`src/hdl/pmd_pkg.sv`:
```
package pmd_pkg;

  // Fixed field widths
  localparam int GAIN_W      = 16;
  localparam int GAIN_FRAC   = 8;
  localparam int LIMIT_W     = 10;
  localparam int DB_W        = 8;
  localparam int SPEED_W     = 10;
  localparam int CFG_ADDR_W  = 3;
  localparam int CFG_DATA_W  = 16;
  localparam int OUT_TDATA_W = 16;

  // Configuration register indexes
  localparam logic [CFG_ADDR_W-1:0] REG_GAIN_PROP   = 3'd0;
  localparam logic [CFG_ADDR_W-1:0] REG_GAIN_INTEG  = 3'd1;
  localparam logic [CFG_ADDR_W-1:0] REG_GAIN_DERIV  = 3'd2;
  localparam logic [CFG_ADDR_W-1:0] REG_DRIVE_LIMIT = 3'd3;
  localparam logic [CFG_ADDR_W-1:0] REG_DEAD_BAND   = 3'd4;

  // Reset values
  localparam logic [GAIN_W-1:0]  GAIN_PROP_RST   = 16'd3840;
  localparam logic [GAIN_W-1:0]  GAIN_INTEG_RST  = 16'd128;
  localparam logic [GAIN_W-1:0]  GAIN_DERIV_RST  = 16'd128;
  localparam logic [LIMIT_W-1:0] DRIVE_LIMIT_RST = 10'd1023;
  localparam logic [DB_W-1:0]    DEAD_BAND_RST   = 8'd10;

endpackage

```
`src/hdl/pid_position_motor_drive.sv`:
```
// PID position loop with a deadband, for a motor driver.
// Input stream: one request per control step carries target_angle and
// measured_angle. Output stream: one request per input carries drive_speed
// (0 = stop) and drive_forward (1 = forward). Inside the deadband the speed
// is 0 and the previous direction is repeated.
// Config port: cfg_we writes cfg_wdata into register cfg_addr (0 gain_prop,
// 1 gain_integ, 2 gain_deriv, 3 drive_limit, 4 dead_band); other indexes are
// dropped. Write only while no request is in flight.
// Pipeline: the edge that accepts the input captures the error and integral
// update, then come the multiply, term add, PID sum and magnitude/clamp
// stages before out_tvalid rises. Throughput: one request per cycle while
// out_tready keeps up; the only loop is the integral/last-error update,
// which is registered at the edge that accepts the request.
// Each stage moves on when the stage behind it is empty or moving, so empty
// stages keep taking input while a result waits on out_tready; a full
// pipeline behind a stalled output drops in_tready.
// Reset (rst_n low, synchronous) empties the pipeline, clears the integral,
// the last error and the held direction (backward), and restores the config registers.
module pid_position_motor_drive
  import pmd_pkg::*;
#(
  parameter int INTEGRAL_WIDTH = 24,
  parameter int ANGLE_WIDTH    = 8
) (
  input  logic                                 clk,
  input  logic                                 rst_n,
  // tdata: target_angle, measured_angle (low bits first), zero padded
  input  logic [((2*ANGLE_WIDTH+7)/8)*8-1:0]   in_tdata,
  input  logic                                 in_tvalid,
  output logic                                 in_tready,
  // tdata: drive_speed[9:0], drive_forward[10], zero padded
  output logic [OUT_TDATA_W-1:0]               out_tdata,
  output logic                                 out_tvalid,
  input  logic                                 out_tready,
  input  logic                                 cfg_we,
  input  logic [CFG_ADDR_W-1:0]                cfg_addr,
  input  logic [CFG_DATA_W-1:0]                cfg_wdata
);

  localparam int AW     = ANGLE_WIDTH;
  localparam int IW     = INTEGRAL_WIDTH;
  localparam int ERR_W  = AW + 1;
  localparam int DER_W  = AW + 2;
  localparam int XW     = ((IW > ERR_W) ? IW : ERR_W) + 1;
  // integral magnitude cap: beyond it the integral term dominates P+D
  localparam int MC_W   = AW + 20;
  localparam int MW     = (IW > MC_W) ? IW : MC_W;
  localparam int LO_W   = MC_W / 2;
  localparam int HI_W   = MC_W - LO_W;
  localparam int P_W    = GAIN_W + 1 + ERR_W;
  localparam int D_W    = GAIN_W + 1 + DER_W;
  localparam int PD_W   = D_W + 1;
  localparam int IM_W   = GAIN_W + MC_W;
  localparam int SUM_W  = IM_W + 2;
  localparam int CW     = (ERR_W > DB_W) ? ERR_W : DB_W;
  localparam int OPAD_W = OUT_TDATA_W - SPEED_W - 1;

  localparam logic signed [IW-1:0] IMAX    = {1'b0, {(IW-1){1'b1}}};
  localparam logic signed [IW-1:0] IMIN    = {1'b1, {(IW-1){1'b0}}};
  localparam logic [MW-1:0]        MAG_CAP = MW'(1) << (MC_W - 1);

  // Configuration registers
  logic [GAIN_W-1:0]  gain_prop_r, gain_integ_r, gain_deriv_r;
  logic [LIMIT_W-1:0] drive_limit_r;
  logic [DB_W-1:0]    dead_band_r;

  always_ff @(posedge clk) begin
    if (!rst_n) begin
      gain_prop_r   <= GAIN_PROP_RST;
      gain_integ_r  <= GAIN_INTEG_RST;
      gain_deriv_r  <= GAIN_DERIV_RST;
      drive_limit_r <= DRIVE_LIMIT_RST;
      dead_band_r   <= DEAD_BAND_RST;
    end else if (cfg_we) begin
      unique case (cfg_addr)
        REG_GAIN_PROP:   gain_prop_r   <= cfg_wdata;
        REG_GAIN_INTEG:  gain_integ_r  <= cfg_wdata;
        REG_GAIN_DERIV:  gain_deriv_r  <= cfg_wdata;
        REG_DRIVE_LIMIT: drive_limit_r <= cfg_wdata[LIMIT_W-1:0];
        REG_DEAD_BAND:   dead_band_r   <= cfg_wdata[DB_W-1:0];
        default: ;
      endcase
    end
  end

  // Stage valids and enables: a stage loads when it is empty or its successor frees up
  logic v1_r, v2_r, v3_r, v4_r, out_valid_r;
  logic en1, en2, en3, en4, en_out, in_fire;

  assign en_out    = !out_valid_r || out_tready;
  assign en4       = !v4_r || en_out;
  assign en3       = !v3_r || en4;
  assign en2       = !v2_r || en3;
  assign en1       = !v1_r || en2;
  assign in_tready = en1;
  assign in_fire   = in_tvalid && in_tready;

  always_ff @(posedge clk) begin
    if (!rst_n) begin
      v1_r        <= 1'b0;
      v2_r        <= 1'b0;
      v3_r        <= 1'b0;
      v4_r        <= 1'b0;
      out_valid_r <= 1'b0;
    end else begin
      if (en1)    v1_r        <= in_fire;
      if (en2)    v2_r        <= v1_r;
      if (en3)    v3_r        <= v2_r;
      if (en4)    v4_r        <= v3_r;
      if (en_out) out_valid_r <= v4_r;
    end
  end

  // Stage 0: error, derivative, saturating integral, deadband test
  logic [AW-1:0]           target, measured;
  logic signed [ERR_W-1:0] err;
  logic signed [DER_W-1:0] deriv;
  logic signed [XW-1:0]    isum_x;
  logic signed [IW-1:0]    integral_r, integral_nxt;
  logic signed [ERR_W-1:0] last_err_r;
  logic [IW-1:0]           isum_mag;
  logic [MW-1:0]           isum_mag_w;
  logic [MC_W-1:0]         isum_cap;
  logic [ERR_W-1:0]        err_mag;
  logic                    out_band;

  always_comb begin
    target   = in_tdata[AW-1:0];
    measured = in_tdata[2*AW-1:AW];
    err      = $signed({1'b0, target}) - $signed({1'b0, measured});
    deriv    = DER_W'(err) - DER_W'(last_err_r);
    isum_x   = XW'(integral_r) + XW'(err);
    if (isum_x > XW'(IMAX))      integral_nxt = IMAX;
    else if (isum_x < XW'(IMIN)) integral_nxt = IMIN;
    else                         integral_nxt = isum_x[IW-1:0];
    isum_mag   = integral_nxt[IW-1] ? IW'(-integral_nxt) : IW'(integral_nxt);
    isum_mag_w = MW'(isum_mag);
    isum_cap   = (isum_mag_w > MAG_CAP) ? MAG_CAP[MC_W-1:0] : isum_mag_w[MC_W-1:0];
    err_mag    = err[ERR_W-1] ? ERR_W'(-err) : ERR_W'(err);
    out_band   = CW'(err_mag) > CW'(dead_band_r);
  end

  always_ff @(posedge clk) begin
    if (!rst_n) begin
      integral_r <= '0;
      last_err_r <= '0;
    end else if (in_fire) begin
      integral_r <= integral_nxt;
      last_err_r <= err;
    end
  end

  logic signed [ERR_W-1:0] s1_err_r;
  logic signed [DER_W-1:0] s1_deriv_r;
  logic [MC_W-1:0]         s1_imag_r;
  logic                    s1_ineg_r, s1_band_r;

  always_ff @(posedge clk) begin
    if (en1) begin
      s1_err_r   <= err;
      s1_deriv_r <= deriv;
      s1_imag_r  <= isum_cap;
      s1_ineg_r  <= integral_nxt[IW-1];
      s1_band_r  <= out_band;
    end
  end

  // Stage 1: gain products, integral term split in two halves
  logic signed [P_W-1:0]   s2_p_r;
  logic signed [D_W-1:0]   s2_d_r;
  logic [GAIN_W+LO_W-1:0]  s2_ilo_r;
  logic [GAIN_W+HI_W-1:0]  s2_ihi_r;
  logic                    s2_ineg_r, s2_band_r;

  always_ff @(posedge clk) begin
    if (en2) begin
      s2_p_r    <= $signed({1'b0, gain_prop_r}) * s1_err_r;
      s2_d_r    <= $signed({1'b0, gain_deriv_r}) * s1_deriv_r;
      s2_ilo_r  <= gain_integ_r * s1_imag_r[LO_W-1:0];
      s2_ihi_r  <= gain_integ_r * s1_imag_r[MC_W-1:LO_W];
      s2_ineg_r <= s1_ineg_r;
      s2_band_r <= s1_band_r;
    end
  end

  // Stage 2: P+D and recombined integral term
  logic signed [PD_W-1:0] s3_pd_r;
  logic [IM_W-1:0]        s3_imag_r;
  logic                   s3_ineg_r, s3_band_r;

  always_ff @(posedge clk) begin
    if (en3) begin
      s3_pd_r   <= PD_W'(s2_p_r) + PD_W'(s2_d_r);
      s3_imag_r <= (IM_W'(s2_ihi_r) << LO_W) + IM_W'(s2_ilo_r);
      s3_ineg_r <= s2_ineg_r;
      s3_band_r <= s2_band_r;
    end
  end

  // Stage 3: PID sum, integral term signed as the integral
  logic signed [SUM_W-1:0] s4_sum_r;
  logic                    s4_band_r;

  always_ff @(posedge clk) begin
    if (en4) begin
      s4_sum_r  <= s3_ineg_r ? SUM_W'(s3_pd_r) - $signed(SUM_W'(s3_imag_r))
                             : SUM_W'(s3_pd_r) + $signed(SUM_W'(s3_imag_r));
      s4_band_r <= s3_band_r;
    end
  end

  // Stage 4: magnitude, drop fraction, clamp, direction
  logic [SUM_W-1:0]   sum_mag, sum_int;
  logic [SPEED_W-1:0] omag;
  logic               ctrl_pos;
  logic [SPEED_W-1:0] out_speed_r;
  logic               out_fwd_r, last_dir_r;

  always_comb begin
    sum_mag  = s4_sum_r[SUM_W-1] ? SUM_W'(-s4_sum_r) : SUM_W'(s4_sum_r);
    sum_int  = sum_mag >> GAIN_FRAC;
    omag     = (sum_int > SUM_W'(drive_limit_r)) ? SPEED_W'(drive_limit_r)
                                                 : sum_int[SPEED_W-1:0];
    ctrl_pos = !s4_sum_r[SUM_W-1] && (omag != '0);
  end

  always_ff @(posedge clk) begin
    if (!rst_n) begin
      last_dir_r <= 1'b0;
    end else if (en_out && v4_r && s4_band_r) begin
      last_dir_r <= ctrl_pos;
    end
  end

  always_ff @(posedge clk) begin
    if (en_out && v4_r) begin
      out_speed_r <= s4_band_r ? omag : '0;
      out_fwd_r   <= s4_band_r ? ctrl_pos : last_dir_r;
    end
  end

  assign out_tvalid = out_valid_r;
  assign out_tdata  = {{OPAD_W{1'b0}}, out_fwd_r, out_speed_r};

  // Checks
  a_speed_within_limit: assert property (@(posedge clk) disable iff (!rst_n)
    out_valid_r |-> out_speed_r <= drive_limit_r)
    else $error("drive_speed above drive_limit");

  a_deadband_stops: assert property (@(posedge clk) disable iff (!rst_n)
    (en_out && v4_r && !s4_band_r) |=> out_speed_r == '0)
    else $error("nonzero speed inside deadband");

  a_moving_dir_held: assert property (@(posedge clk) disable iff (!rst_n)
    (out_valid_r && out_speed_r != '0) |-> out_fwd_r == last_dir_r)
    else $error("held direction differs from last moving request");

  a_full_pipe_stalls: assert property (@(posedge clk) disable iff (!rst_n)
    (v1_r && v2_r && v3_r && v4_r && out_valid_r && !out_tready) |-> !in_tready)
    else $error("input accepted into a full stalled pipeline");

endmodule
```
`config.mk`:
```
export PLATFORM = sky130hd
export DESIGN_NAME = pid_position_motor_drive
export DESIGN_NICKNAME = d
export VERILOG_FILES = /design/src/hdl/pmd_pkg.sv /design/src/hdl/pid_position_motor_drive.sv
export SDC_FILE = /design/constraint.sdc
export NUM_CORES = 2
export LEC_CHECK = 0
export ABC_AREA = 1
export BUFFER_PORTS_ARGS = -buffer_cell sky130_fd_sc_hd__buf_4
export CAP_MARGIN = 20
export CORE_MARGIN = 2
export CORE_UTILIZATION = 35
export CTS_CLUSTER_DIAMETER = 50
export DETAILED_ROUTE_END_ITERATION = 16
export PLACE_DENSITY_LB_ADDON = 0.05
export SETUP_SLACK_MARGIN = 0.15
export SLEW_MARGIN = 10
export SYNTH_ARGS = -nofsm -noshare
export SYNTH_HDL_FRONTEND = slang
export SYNTH_SLANG_ARGS = --single-unit
```
`constraint.sdc`:
```
create_clock -name clk -period 13.43 [get_ports clk]
set_clock_uncertainty 0.05 [all_clocks]
set_input_delay 2.686 -clock clk [delete_from_list [all_inputs] [get_ports clk]]
set_output_delay 2.686 -clock clk [all_outputs]
set_load 0.02 [all_outputs]
```
==> flow_metrics.env <==
export IMPL_synth_edf_count=289
export IMPL_hpwl_um=99500
export IMPL_regToRegSetupSlack_ns=6.49
export IMPL_period_needed_ns=8.20
export IMPL_p_leak_nw=27.5
export IMPL_post_cts_resized=0
export IMPL_max_slew_worst_pin_slew_ns=1.11
export IMPL_cp_startpoint="out_tready"
export IMPL_grtUsageTotal_pct=19.2
export IMPL_cts_buffer_depth=3
export IMPL_rows=132
export IMPL_fin_crit_sh_pct=61.0
export IMPL_met2_usage_pct=32.7
export IMPL_ys_flop_type="edfxtp_1"
export IMPL_fmax_ghz=0.122
export IMPL_netlist_top_cells_area="fa_1 21%, edfxtp_1 19%, ha_1 13%"
export IMPL_core_sq_um=130000
export IMPL_cts_tree="yes"
export IMPL_power_density_nw_per_um2=235
export IMPL_ant_nets=0
export IMPL_finalWirelength_um=126000
export IMPL_ys_types=53
export IMPL_die_h_um=366
export IMPL_final_area_sq_um=50600
export IMPL_ys_warn_count=0
export IMPL_synth_largest_area_cell="fa_1"
export IMPL_cp_slowest_cell="inv_4"
export IMPL_io_buffer_count=52
export IMPL_worstPathRequired_ns=10.69
export IMPL_holdBufCountCts=0
export IMPL_reg2reg_from="s1_deriv_r[9]"
export IMPL_cts_root_buf="clkbuf_16"
export IMPL_met3_usage_pct=2.13
export IMPL_tns_ns=0
export IMPL_switching_share_pct=49.2
export IMPL_worstRegToRegCells=22
export IMPL_worstPathCellList="buf_4, nor2_1, inv_1, nor2_1, inv_2, buf_4, nor2_1, inv_2, nor2_1, inv_4, nor2_1, inv_2, buf_12, buf_4"
export IMPL_cp_endpoint="in_tready"
export IMPL_max_slew_margin_rel_pct=26.0
export IMPL_grtUsageMet1_pct=25.7
export IMPL_nNetsFinal=6599
export IMPL_hold_class="flip-flop to flip-flop"
export IMPL_cts_sinks=394
export IMPL_total_power_mw=11.9
export IMPL_yosysSeqAreaShare_pct=23.5
export IMPL_place_inst=7239
export IMPL_antenna_found_initial=1
export IMPL_hold_violations=0
export IMPL_die_x_um=366
export IMPL_synth_top_cell_area_share_pct=21.5
export IMPL_endpoint_kind="primary output"
export IMPL_cp_slowest_stage_delay_ns=0.53
export IMPL_ir_worst_vdd_mv=0.158
export IMPL_path_max_fanout=56
export IMPL_grt_busiest_layer="met2"
export IMPL_share_comb_of_total_power_pct=60.5
export IMPL_seqPwrFrac_pct=22.8
export IMPL_fillCellCount=13600
export IMPL_drt_iter0_drc=1714
export IMPL_syn_area_per_cell_sq_um=8.17
export IMPL_pwr_share_clk_pct=16.7
export IMPL_postSynth_asyncResetShare_pct=0
export IMPL_final_cells=7378
export IMPL_power_internal_mw=6.04
export IMPL_drive_gt1_share_pct=5.02
export IMPL_grt_pass1_vias=36100
export IMPL_crit_arrival_ns=5.46
export IMPL_status="complete, no violations"
export IMPL_whs_ns=0.364
export IMPL_ioPinCount=58
export IMPL_insertion_delay_ns=0.66
export IMPL_syn_area_sq_um=45900
export IMPL_regArea_sq_um=10800
export IMPL_vias=34500
export IMPL_via_per_inst=4.68
export IMPL_multi_input_area_sq_um=29900
export IMPL_drt_pass1_iter_count=5
export IMPL_p_sw_mw=5.85
export IMPL_grt_overflow=0
export IMPL_cap_violations=0
export IMPL_start_util_pct=35.4
export IMPL_synthTopCellsByCount="1265 x nand2_1, 1171 x inv_1, 493 x ha_1, 492 x fa_1, 384 x nor2_1"
export IMPL_critical_path_class="input pin to primary output"
export IMPL_synth_seq_cells=394
export IMPL_critPathLaunchType="input pin"
export IMPL_die_area_sq_um=134000
export IMPL_post_cts_buffers=0
export IMPL_wire_per_inst_um=17.0
export IMPL_placed_cell_area_sq_um=47900
export IMPL_area_delta_synth_final_pct=10.2
export IMPL_synthCells=5618
export IMPL_diodes=0
export IMPL_grt_max_degree=75
export IMPL_htreeDepth=3
export IMPL_gp_congestion=0.831
export IMPL_synth_most_common_cell="nand2_1"
export IMPL_finalMaxSlewViolations=0
export IMPL_rsz0062_at_grt="false"
export IMPL_cp_common_cell="nor2_1"
export IMPL_regToRegEndpoint="s2_d_r[25]"
export IMPL_grt_pass1_wl_um=202000
export IMPL_path_clk_slew_ns=0.05
export IMPL_cts_buffers=74
export IMPL_drc=0
export IMPL_final_setup_viol_count=0
## metal layers
metal  share of wire (%)  vias to the layer above
li1                    -                    17300
met4                 2.2                        0
met1                  47                    16600
met3                 3.3                      140
met5                   0                        -
met2                  47                      470
## cell type report
cell class,count,area share (%)
Sequential cell,394,21.3
Clock buffer,81,3.77
Inverter,1173,8.71
Tap cell,1742,4.31
Clock inverter,57,1.44
Multi-Input combinational cell,3840,59.1
Timing Repair Buffer,91,1.37
## metrics by stage
step | util [%] | setup WS [ns]
finish | 39.0 | 5.23
global route | 39.0 | 4.59
CTS | 39.0 | 4.89
detailed placement | 36.9 | 4.75
global placement | 36.9 | 4.81
floorplan | - | 1.71
## cell families (layout without fill, tap and decap cells)
logic type / after synthesis / in the layout / synth area share (%)
AOI/OAI and AO/OA: 626 / 626 / 7.53
and+or+nand+nor: 1926 / 1926 / 16.9
xor gates and xnor gates: 298 / 298 / 5.76
adders and majority gates: 985 / 985 / 34.9
buffers and inverters: 1388 / 1402 / 11.5
DFF: 394 / 394 / 23.5
other: 1 / 5 / 0.00817
## placed cells by master, fill, tap and decap left out, types with 7 or more instances in the layout
cell type and instances:
nand2_1 1265, inv_1 1167, ha_1 493, fa_1 492
nor2_1 383, edfxtp_1 289, a21oi_1 273, o21ai_0 213
xor2_1 210, nand3_1 139, dfxtp_1 105, buf_4 90
xnor2_1 86, clkbuf_16 75, nand4_1 31, or2_2 29
nor3_1 28, a31oi_1 27, a21o_1 18, o211ai_1 17
o21a_1 16, o21bai_1 15, nand3b_1 15, a21boi_0 13
nand2_2 12, inv_6 11, bufinv_16 11, clkinv_2 9
nor4_1 8, clkinvlp_4 7
## critical path: cells and delay by family
kind	cells	cell delay, ns
buffers and inverters	9	2.18
and+or+nand+nor	5	0.49
## power by group through the flow
stage          Clock (mW)  Combinational (mW)  Sequential (mW)
2_1_floorplan           0                5.64             2.25
4_1_cts              2.05                7.34             2.73
3_5_place_dp            0                7.30             2.74
5_1_grt              2.09                8.37             2.77
6_report             1.98                7.20             2.71
3_3_place_gp            0                7.32             2.74
## worst min path at each step
stage,start,end,slack (ns),cells after the start
after global placement,s2_ilo_r[5],s3_imag_r[5],0.35,0
after CTS,s2_ilo_r[0],s3_imag_r[0],0.36,0
final,s2_ilo_r[0],s3_imag_r[0],0.36,0
after global routing,s2_ilo_r[3],s3_imag_r[3],0.38,0
after detailed placement,s2_ilo_r[3],s3_imag_r[3],0.36,0
after floorplan,s1_band_r,s2_band_r,0.35,0
## registers in the layout, summed over array words and instances, names as in the netlist, 16 cells and up
| register | flops |
|---|---|
| gain_deriv_r | 16 |
| gain_integ_r | 16 |
| gain_prop_r | 16 |
| integral_r | 24 |
| s1_imag_r | 24 |
| s2_d_r | 27 |
| s2_ihi_r | 28 |
| s2_ilo_r | 30 |
| s2_p_r | 26 |
| s3_imag_r | 43 |
| s3_pd_r | 28 |
| s4_sum_r | 46 |
No activity file was read; power rests on OpenSTA's default activity.
